`src/rtl/core/rlf_pkg.sv`:
```
// ----------------------------------------------------------------------------
// rlf_pkg
// Shared types and constants for the RGB LED fade and breathing PWM block.
// ----------------------------------------------------------------------------
package rlf_pkg;

    localparam int unsigned CFG_IDX_W  = 3;
    localparam int unsigned CFG_DATA_W = 8;

    // Configuration register indexes
    localparam logic [CFG_IDX_W-1:0] REG_PWM_PERIOD      = 3'd0;
    localparam logic [CFG_IDX_W-1:0] REG_STEP_TICKS      = 3'd1;
    localparam logic [CFG_IDX_W-1:0] REG_HUE_PHASE_STEPS = 3'd2;
    localparam logic [CFG_IDX_W-1:0] REG_BREATH_PEAK     = 3'd3;
    localparam logic [CFG_IDX_W-1:0] REG_DWELL_STEPS     = 3'd4;

    // Register reset values
    localparam logic [7:0] RST_PWM_PERIOD      = 8'd100;
    localparam logic [7:0] RST_STEP_TICKS      = 8'd255;
    localparam logic [6:0] RST_HUE_PHASE_STEPS = 7'd30;
    localparam logic [6:0] RST_BREATH_PEAK     = 7'd30;
    localparam logic [3:0] RST_DWELL_STEPS     = 4'd3;

    // Modes
    localparam logic [3:0] MODE_HUE    = 4'd1;
    localparam logic [3:0] MODE_LAST   = 4'd8;
    localparam logic [3:0] MODE_OFFSET = 4'd6;

    // Channel positions in the LED vector
    localparam int unsigned CH_GREEN = 0;
    localparam int unsigned CH_RED   = 1;
    localparam int unsigned CH_BLUE  = 2;
    localparam int unsigned NUM_CH   = 3;

    typedef struct packed {
        logic       green_on;
        logic       red_on;
        logic       blue_on;
        logic [3:0] mode;
    } t_result;

endpackage

```
`src/rtl/core/rgb_led_fade_pwm_controller.sv`:
```
// ----------------------------------------------------------------------------
// rgb_led_fade_pwm_controller
// PWM tick engine: button mode select, hue fade and breathing duty, LED PWM.
// ----------------------------------------------------------------------------
// Each accepted request's result is registered into the output buffer.
// Throughput: one request per cycle while the buffer has space; all state updates
// settle in one pass of adds and compares. A two-entry output buffer keeps
// requests flowing while a result waits. Synchronous active-low reset restores
// config and run state, mode 1, red duty at reset period, and empties the output.
module rgb_led_fade_pwm_controller (
    input  logic                             i_clk,
    input  logic                             i_rst_n,
    input  logic                             i_cfg_we,
    input  logic [rlf_pkg::CFG_IDX_W-1:0]    i_cfg_index,
    input  logic [rlf_pkg::CFG_DATA_W-1:0]   i_cfg_wdata,
    input  logic                             i_in_valid,
    output logic                             o_in_ready,
    input  logic                             i_button_pressed,
    output logic                             o_out_valid,
    input  logic                             i_out_ready,
    output logic                             o_green_on,
    output logic                             o_red_on,
    output logic                             o_blue_on,
    output logic [3:0]                       o_mode
);

    // Configuration
    logic [7:0] r_pwm_period;
    logic [7:0] r_step_ticks;
    logic [6:0] r_hue_phase_steps;
    logic [6:0] r_breath_peak;
    logic [3:0] r_dwell_steps;

    // Run state
    logic [7:0] r_pwm_count  [rlf_pkg::NUM_CH];
    logic [7:0] n_pwm_count  [rlf_pkg::NUM_CH];
    logic [7:0] r_duty       [rlf_pkg::NUM_CH];
    logic [7:0] n_duty       [rlf_pkg::NUM_CH];
    logic [7:0] r_hue_step_count;
    logic [7:0] n_hue_step_count;
    logic [7:0] r_hue_angle;
    logic [7:0] n_hue_angle;
    logic [3:0] r_mode;
    logic [3:0] n_mode;
    logic [7:0] r_breath_pwm_count;
    logic [7:0] n_breath_pwm_count;
    logic [7:0] r_breath_step_count;
    logic [7:0] n_breath_step_count;
    logic [7:0] r_breath_duty;
    logic [7:0] n_breath_duty;
    logic [3:0] r_dwell_count;
    logic [3:0] n_dwell_count;
    logic       r_breath_rising;
    logic       n_breath_rising;
    logic [2:0] r_led_lit;
    logic [2:0] n_led_lit;
    logic       r_button_held;
    logic       n_button_held;

    logic             in_fire;
    logic             buf_space;
    rlf_pkg::t_result result;

    // Hue and breathing step helpers
    logic [8:0] phase_2x;
    logic [8:0] phase_3x;
    logic [7:0] angle_inc;
    logic [7:0] hstep_inc;
    logic [7:0] bstep_inc;
    logic [8:0] bduty_inc;
    logic [3:0] dwell_inc;
    logic [3:0] mode_sum;

    assign in_fire    = i_in_valid && buf_space;
    assign o_in_ready = buf_space;

    assign phase_2x  = {1'b0, r_hue_phase_steps, 1'b0};
    assign phase_3x  = phase_2x + {2'b00, r_hue_phase_steps};
    assign angle_inc = r_hue_angle + 8'd1;
    assign hstep_inc = r_hue_step_count + 8'd1;
    assign bstep_inc = r_breath_step_count + 8'd1;
    assign bduty_inc = {1'b0, r_breath_duty} + 9'd1;
    assign dwell_inc = r_dwell_count + 4'd1;
    assign mode_sum  = r_mode + rlf_pkg::MODE_OFFSET;

    always_comb begin
        n_pwm_count         = r_pwm_count;
        n_duty              = r_duty;
        n_hue_step_count    = r_hue_step_count;
        n_hue_angle         = r_hue_angle;
        n_mode              = r_mode;
        n_breath_pwm_count  = r_breath_pwm_count;
        n_breath_step_count = r_breath_step_count;
        n_breath_duty       = r_breath_duty;
        n_dwell_count       = r_dwell_count;
        n_breath_rising     = r_breath_rising;
        n_led_lit           = r_led_lit;
        n_button_held       = r_button_held;

        if (i_button_pressed) begin
            if (!r_button_held) begin
                n_button_held = 1'b1;
                n_mode = (r_mode == rlf_pkg::MODE_LAST) ? rlf_pkg::MODE_HUE
                                                        : r_mode + 4'd1;
                for (int i = 0; i < rlf_pkg::NUM_CH; i++) begin
                    n_pwm_count[i] = 8'd0;
                    n_duty[i]      = 8'd0;
                end
                if (n_mode == rlf_pkg::MODE_HUE) begin
                    n_duty[rlf_pkg::CH_RED] = r_pwm_period;
                end
                n_hue_step_count    = 8'd0;
                n_hue_angle         = 8'd0;
                n_breath_pwm_count  = 8'd0;
                n_breath_step_count = 8'd0;
                n_breath_duty       = 8'd0;
                n_dwell_count       = 4'd0;
                n_breath_rising     = 1'b1;
            end
        end else begin
            n_button_held = 1'b0;
            if (r_mode == rlf_pkg::MODE_HUE) begin
                for (int i = 0; i < rlf_pkg::NUM_CH; i++) begin
                    n_pwm_count[i] = r_pwm_count[i] + 8'd1;
                end
                n_hue_step_count = hstep_inc;
                if (hstep_inc == r_step_ticks) begin
                    n_hue_step_count = 8'd0;
                    n_hue_angle = ({1'b0, angle_inc} > phase_3x) ? 8'd0 : angle_inc;
                    if (n_hue_angle == 8'd0) begin
                        // angle wrapped: duties hold
                    end else if (n_hue_angle <= {1'b0, r_hue_phase_steps}) begin
                        if (r_duty[rlf_pkg::CH_GREEN] != 8'hFF)
                            n_duty[rlf_pkg::CH_GREEN] = r_duty[rlf_pkg::CH_GREEN] + 8'd1;
                        if (r_duty[rlf_pkg::CH_RED] != 8'd0)
                            n_duty[rlf_pkg::CH_RED] = r_duty[rlf_pkg::CH_RED] - 8'd1;
                        n_duty[rlf_pkg::CH_BLUE] = 8'd0;
                    end else if ({1'b0, n_hue_angle} <= phase_2x) begin
                        if (r_duty[rlf_pkg::CH_GREEN] != 8'd0)
                            n_duty[rlf_pkg::CH_GREEN] = r_duty[rlf_pkg::CH_GREEN] - 8'd1;
                        n_duty[rlf_pkg::CH_RED] = 8'd0;
                        if (r_duty[rlf_pkg::CH_BLUE] != 8'hFF)
                            n_duty[rlf_pkg::CH_BLUE] = r_duty[rlf_pkg::CH_BLUE] + 8'd1;
                    end else begin
                        n_duty[rlf_pkg::CH_GREEN] = 8'd0;
                        if (r_duty[rlf_pkg::CH_RED] != 8'hFF)
                            n_duty[rlf_pkg::CH_RED] = r_duty[rlf_pkg::CH_RED] + 8'd1;
                        if (r_duty[rlf_pkg::CH_BLUE] != 8'd0)
                            n_duty[rlf_pkg::CH_BLUE] = r_duty[rlf_pkg::CH_BLUE] - 8'd1;
                    end
                end
                for (int i = 0; i < rlf_pkg::NUM_CH; i++) begin
                    if (n_pwm_count[i] == r_pwm_period) begin
                        n_pwm_count[i] = 8'd0;
                        if (n_duty[i] != 8'd0) n_led_lit[i] = 1'b1;
                    end else if (n_pwm_count[i] != 8'd0 && n_pwm_count[i] < r_pwm_period) begin
                        if (n_pwm_count[i] >= n_duty[i]) n_led_lit[i] = 1'b0;
                    end
                end
            end else begin
                n_breath_pwm_count  = r_breath_pwm_count + 8'd1;
                n_breath_step_count = bstep_inc;
                if (bstep_inc >= r_step_ticks) begin
                    n_breath_step_count = 8'd0;
                    if (r_breath_rising) begin
                        if (bduty_inc > {2'b00, r_breath_peak}) begin
                            n_breath_duty   = {1'b0, r_breath_peak};
                            n_breath_rising = 1'b0;
                        end else begin
                            n_breath_duty = bduty_inc[7:0];
                        end
                    end else if (r_breath_duty == 8'd0) begin
                        n_dwell_count = dwell_inc;
                        if (dwell_inc == r_dwell_steps) begin
                            n_dwell_count   = 4'd0;
                            n_breath_rising = 1'b1;
                        end
                    end else begin
                        n_breath_duty = r_breath_duty - 8'd1;
                    end
                end
                if (n_breath_pwm_count == r_pwm_period) begin
                    n_breath_pwm_count = 8'd0;
                    if (n_breath_duty != 8'd0) begin
                        // lit channels: bits of mode+6 that are clear
                        for (int i = 0; i < rlf_pkg::NUM_CH; i++) begin
                            if (!mode_sum[i]) n_led_lit[i] = 1'b1;
                        end
                    end
                end else if (n_breath_pwm_count != 8'd0
                             && n_breath_pwm_count < r_pwm_period) begin
                    if (n_breath_pwm_count >= n_breath_duty) n_led_lit = 3'b000;
                end
            end
        end
    end

    always_ff @(posedge i_clk) begin
        if (!i_rst_n) begin
            r_pwm_period      <= rlf_pkg::RST_PWM_PERIOD;
            r_step_ticks      <= rlf_pkg::RST_STEP_TICKS;
            r_hue_phase_steps <= rlf_pkg::RST_HUE_PHASE_STEPS;
            r_breath_peak     <= rlf_pkg::RST_BREATH_PEAK;
            r_dwell_steps     <= rlf_pkg::RST_DWELL_STEPS;
        end else if (i_cfg_we) begin
            case (i_cfg_index)
                rlf_pkg::REG_PWM_PERIOD:      r_pwm_period      <= i_cfg_wdata;
                rlf_pkg::REG_STEP_TICKS:      r_step_ticks      <= i_cfg_wdata;
                rlf_pkg::REG_HUE_PHASE_STEPS: r_hue_phase_steps <= i_cfg_wdata[6:0];
                rlf_pkg::REG_BREATH_PEAK:     r_breath_peak     <= i_cfg_wdata[6:0];
                rlf_pkg::REG_DWELL_STEPS:     r_dwell_steps     <= i_cfg_wdata[3:0];
                default: ;
            endcase
        end
    end

    always_ff @(posedge i_clk) begin
        if (!i_rst_n) begin
            for (int i = 0; i < rlf_pkg::NUM_CH; i++) begin
                r_pwm_count[i] <= 8'd0;
                r_duty[i]      <= 8'd0;
            end
            r_duty[rlf_pkg::CH_RED] <= rlf_pkg::RST_PWM_PERIOD;
            r_hue_step_count    <= 8'd0;
            r_hue_angle         <= 8'd0;
            r_mode              <= rlf_pkg::MODE_HUE;
            r_breath_pwm_count  <= 8'd0;
            r_breath_step_count <= 8'd0;
            r_breath_duty       <= 8'd0;
            r_dwell_count       <= 4'd0;
            r_breath_rising     <= 1'b1;
            r_led_lit           <= 3'b000;
            r_button_held       <= 1'b0;
        end else if (in_fire) begin
            r_pwm_count         <= n_pwm_count;
            r_duty              <= n_duty;
            r_hue_step_count    <= n_hue_step_count;
            r_hue_angle         <= n_hue_angle;
            r_mode              <= n_mode;
            r_breath_pwm_count  <= n_breath_pwm_count;
            r_breath_step_count <= n_breath_step_count;
            r_breath_duty       <= n_breath_duty;
            r_dwell_count       <= n_dwell_count;
            r_breath_rising     <= n_breath_rising;
            r_led_lit           <= n_led_lit;
            r_button_held       <= n_button_held;
        end
    end

    always_comb begin
        result.green_on = n_led_lit[rlf_pkg::CH_GREEN];
        result.red_on   = n_led_lit[rlf_pkg::CH_RED];
        result.blue_on  = n_led_lit[rlf_pkg::CH_BLUE];
        result.mode     = n_mode;
    end

    rlf_pkg::t_result out_data;

    rlf_out_buf u_out_buf (
        .i_clk   (i_clk),
        .i_rst_n (i_rst_n),
        .i_push  (in_fire),
        .i_data  (result),
        .o_space (buf_space),
        .o_valid (o_out_valid),
        .i_ready (i_out_ready),
        .o_data  (out_data)
    );

    assign o_green_on = out_data.green_on;
    assign o_red_on   = out_data.red_on;
    assign o_blue_on  = out_data.blue_on;
    assign o_mode     = out_data.mode;

endmodule

```
`src/rtl/core/rlf_out_buf.sv`:
```
// ----------------------------------------------------------------------------
// rlf_out_buf
// Output register with a skid stage, so requests keep flowing while a
// finished result waits downstream.
// ----------------------------------------------------------------------------
module rlf_out_buf (
    input  logic             i_clk,
    input  logic             i_rst_n,
    input  logic             i_push,
    input  rlf_pkg::t_result i_data,
    output logic             o_space,
    output logic             o_valid,
    input  logic             i_ready,
    output rlf_pkg::t_result o_data
);

    logic             r_out_valid;
    logic             n_out_valid;
    rlf_pkg::t_result r_out_data;
    rlf_pkg::t_result n_out_data;
    logic             r_skid_valid;
    logic             n_skid_valid;
    rlf_pkg::t_result r_skid_data;
    rlf_pkg::t_result n_skid_data;
    logic             load_out;

    assign o_space  = !r_skid_valid;
    assign o_valid  = r_out_valid;
    assign o_data   = r_out_data;
    assign load_out = !r_out_valid || i_ready;

    always_comb begin
        n_out_valid  = r_out_valid;
        n_out_data   = r_out_data;
        n_skid_valid = r_skid_valid;
        n_skid_data  = r_skid_data;
        if (load_out) begin
            if (r_skid_valid) begin
                n_out_valid = 1'b1;
                n_out_data  = r_skid_data;
            end else begin
                n_out_valid = i_push;
                n_out_data  = i_data;
            end
            n_skid_valid = 1'b0;
        end else if (i_push) begin
            n_skid_valid = 1'b1;
            n_skid_data  = i_data;
        end
    end

    always_ff @(posedge i_clk) begin
        if (!i_rst_n) begin
            r_out_valid  <= 1'b0;
            r_skid_valid <= 1'b0;
        end else begin
            r_out_valid  <= n_out_valid;
            r_skid_valid <= n_skid_valid;
        end
    end

    always_ff @(posedge i_clk) begin
        r_out_data  <= n_out_data;
        r_skid_data <= n_skid_data;
    end

endmodule
```
`config.mk`:
```
export PLATFORM = sky130hd
export DESIGN_NAME = rgb_led_fade_pwm_controller
export DESIGN_NICKNAME = d
export VERILOG_FILES = /design/src/rtl/core/rlf_pkg.sv /design/src/rtl/core/rgb_led_fade_pwm_controller.sv /design/src/rtl/core/rlf_out_buf.sv
export SDC_FILE = /design/constraint.sdc
export NUM_CORES = 1
export LEC_CHECK = 0
export BUFFER_PORTS_ARGS = -buffer_cell sky130_fd_sc_hd__clkbuf_2
export CORE_UTILIZATION = 50
export CTS_CLUSTER_DIAMETER = 200
export DETAILED_ROUTE_END_ITERATION = 7
export PLACE_DENSITY_LB_ADDON = 0.25
export SETUP_SLACK_MARGIN = 0.1
export SLEW_MARGIN = 20
export SYNTH_ARGS = -nofsm -noshare
export SYNTH_HDL_FRONTEND = slang
export SYNTH_HIERARCHICAL = 1
export SYNTH_SLANG_ARGS = --single-unit
```
`constraint.sdc`:
```
create_clock -name i_clk -period 9.6 [get_ports i_clk]
set_clock_uncertainty 0.1 [all_clocks]
set_input_delay 0.96 -clock i_clk [delete_from_list [all_inputs] [get_ports i_clk]]
set_output_delay 0.96 -clock i_clk [all_outputs]
set_load 0.005 [all_outputs]
```
==> out/summary.txt <==
Startpoint Class = flip-flop
status = finished clean
Pins Over Slew Limit = 0
multi-input logic area = 8054 um2
Max-slew headroom = 0.3235
synth unique cells = 91
ant diodes = 0
Final Core Density = 0.5516
Tot Pwr = 1.496 mW
CTS clk-pin slew, worst paths = 0.07 ns
Port Buf Inserts = 25
GRT Total Usage = 0.2638
H-tree depth = 4
cell mode on critical path = a21o_1
WP buf/inv = 2
RePlAce Congestion = 0.8824
hold buffer count at cts = 0
critical path startpoint = r_hue_phase_steps[1]$_SDFFE_PN1P_
TritonCTS clock tree = yes
Area Overhead vs Synth = 6.967%
Max VDD drop = 0.09912 mV
most frequent cells in the layout = 173 x nor2_1, 137 x dfxtp_1, 127 x ha_1, 121 x nand2_1, 102 x a21oi_1
initial antenna violation count = 0
row cnt = 55
crit end category = flip-flop
grt ovf = 0
number of global-route vias before repair = 10100
Max-cap violations = 0
vias post-DR = 10840
slowest cell on the critical path = or2_1
FILL cells = 2159
CP peak stage delay = 0.59 ns
Initial Utilization = 0.5156
fin crit share = 0.8546
register bit count reported by yosys = 151
largest net degree at the start of global routing = 64
DRT iter0 DRCs = 820
Die Area = 24250 um2
clk sinks = 151
warnings from Yosys = 6
cell leakage power = 5.306 nW
critical path class = flip-flop to flip-flop
vias per cell = 6.007
Worst-Margin Slew = 1.011 ns
Ports = 26
Avg Cell Area, Syn = 7.841 um2
WP data required = 9.81 ns
area of the core = 22920 um2
Max Root-Sink Buffers = 2
CP top delay family = compound AO/OA/AOI/OAI gates
Max FO, Critical Path = 20
Setup Buffers After CTS = 0
final WL = 30870 um
Die Y = 155.7 um
Pwr per Cell Area = 118.4 nW/um2
Hold Crit Class = flip-flop to flip-flop
Async SR Flop Fraction = 0
fin crit period = 8.204 ns
Post-synth EDFFs = 14
post-route DRC violation count = 0
Die Wd = 155.7 um
WP data arrival = 8.42 ns
FF/Latch Area = 3163 um2
RSZ-0062 raised after global routing = false
DR WL/cell = 17.10 um
Worst Hold Launch = r_breath_peak[5]$_SDFFE_PN0P_
FF-to-FF Start = r_hue_phase_steps[1]$_SDFFE_PN1P_
root buffer cell = clkbuf_16
Syn Inst Count = 1507
Final ANT Viol Nets = 0
fraction of layout cells with a size suffix above 1 = 0.06836
final hold violations = 0
Final setup viols = 0
Clock Latency Late Sink = 0.44 ns
Synth Cell Area = 11820 um2
Nets = 1624
setup TNS = 0 ns
top_reg_cell synth = dfxtp_1
HPWL Detailed = 22450 um
most common cell after layout, fill and taps aside = nor2_1
# resized after CTS = 0
total CTS buffers = 17
sequential fraction of the synthesis area = 0.2677
Max Freq = 121.9 MHz
Pre-antenna DRT Iters = 5
global-route wire length before repair = 51520 um
syn_nets = 1652
## final cells by class
class	count	area share
Tap cell	313	0.03098
Multi-Input combinational cell	1202	0.6372
Clock buffer	17	0.03366
Inverter	72	0.02138
Clock inverter	15	0.01069
Sequential cell	151	0.2502
Timing Repair Buffer	35	0.01584
## cells in the mapped netlist, types with 6 or more instances
cell type | instances | share of area
inv_1 | 72 | 0.023
mux2i_1 | 15 | 0.013
a31oi_1 | 19 | 0.010
mux2_4 | 7 | 0.0089
and3_1 | 29 | 0.015
nor4_1 | 11 | 0.0058
nor2b_1 | 18 | 0.0095
nand2_1 | 121 | 0.038
a22oi_1 | 43 | 0.027
o211ai_1 | 27 | 0.017
ha_1 | 127 | 0.13
dfxtp_1 | 137 | 0.23
nand3_1 | 72 | 0.030
or3_1 | 12 | 0.0064
a21o_1 | 22 | 0.014
a21oi_1 | 102 | 0.043
and2_1 | 12 | 0.0064
a211o_1 | 6 | 0.0044
nand4_1 | 19 | 0.010
clkbuf_1 | 70 | 0.022
nor3_1 | 52 | 0.022
o21ai_0 | 72 | 0.030
o21a_1 | 18 | 0.011
xnor2_1 | 49 | 0.036
edfxtp_1 | 14 | 0.036
a2bb2oi_1 | 6 | 0.0044
xor2_1 | 21 | 0.016
a211oi_1 | 17 | 0.011
nand3b_1 | 9 | 0.0057
nand2b_1 | 20 | 0.011
nor2_1 | 173 | 0.055
## state kept, by name (all words and copies together) (netlist names), 8 cells and up
| register | flops |
|---|---|
| r_breath_step_count | 8 |
| r_duty | 24 |
| r_hue_angle | 8 |
| r_breath_duty | 8 |
| r_pwm_period | 8 |
| r_breath_pwm_count | 8 |
| r_pwm_count | 24 |
| r_hue_step_count | 8 |
| r_step_ticks | 8 |
## metrics by stage
stage / instances / hold WS [ns] / area [um2] / setup WS (ns)
6_report: 1805 / 0.3721 / 12640 / 1.396
5_1_grt: 1805 / 0.3847 / 12640 / 0.7195
4_1_cts: 1805 / 0.3671 / 12640 / 1.473
3_5_place_dp: 1773 / 0.3565 / 12080 / 1.555
3_3_place_gp: 1773 / 0.3446 / 12080 / 1.748
2_1_floorplan: 1507 / 0.3363 / 11820 / 2.036
## kinds of logic after synthesis
logic type | synth area share
AOI/OAI and AO/OA | 0.2206
xor gates and xnor gates | 0.05326
adders and majority gates | 0.1362
buffers and inverters | 0.05167
DFF | 0.2677
muxes | 0.02732
and+or+nand+nor | 0.2433
## final timing paths
| kind | to | slack [ns] | cells after the start |
|---|---|---|---|
| worst max-delay path | u_out_buf/o_data[6]$_DFFE_PP_ | 1.40 | 38 |
| worst min register to register | r_breath_peak[5]$_SDFFE_PN0P_ | 0.37 | 2 |
| worst max register to register | u_out_buf/o_data[6]$_DFFE_PP_ | 1.40 | 38 |
| worst min-delay path | r_breath_peak[5]$_SDFFE_PN0P_ | 0.37 | 2 |
## power by group
part,leakage (nW),total [mW],switching [mW],internal (mW)
clock,0.271,0.651,0.310,0.341
combinational,3.78,0.171,0.107,0.0643
sequential,1.25,0.675,0.0214,0.653
total,5.31,1.50,0.438,1.06
## routing by layer
layer	vias to the layer above	track usage	routed length (um)
met1	5054	0.3584	14300
met5	-	0	0
met4	0	0.07656	478
li1	5434	-	-
met2	319	0.4343	14330
met3	35	0.03667	1751
## tightest hold or removal path: stages (launching register included)
cell	delay [ns]
dfxtp_1	0.32
nand2_1	0.05
a21oi_1	0.06
Power figures use the tool's default switching activity.
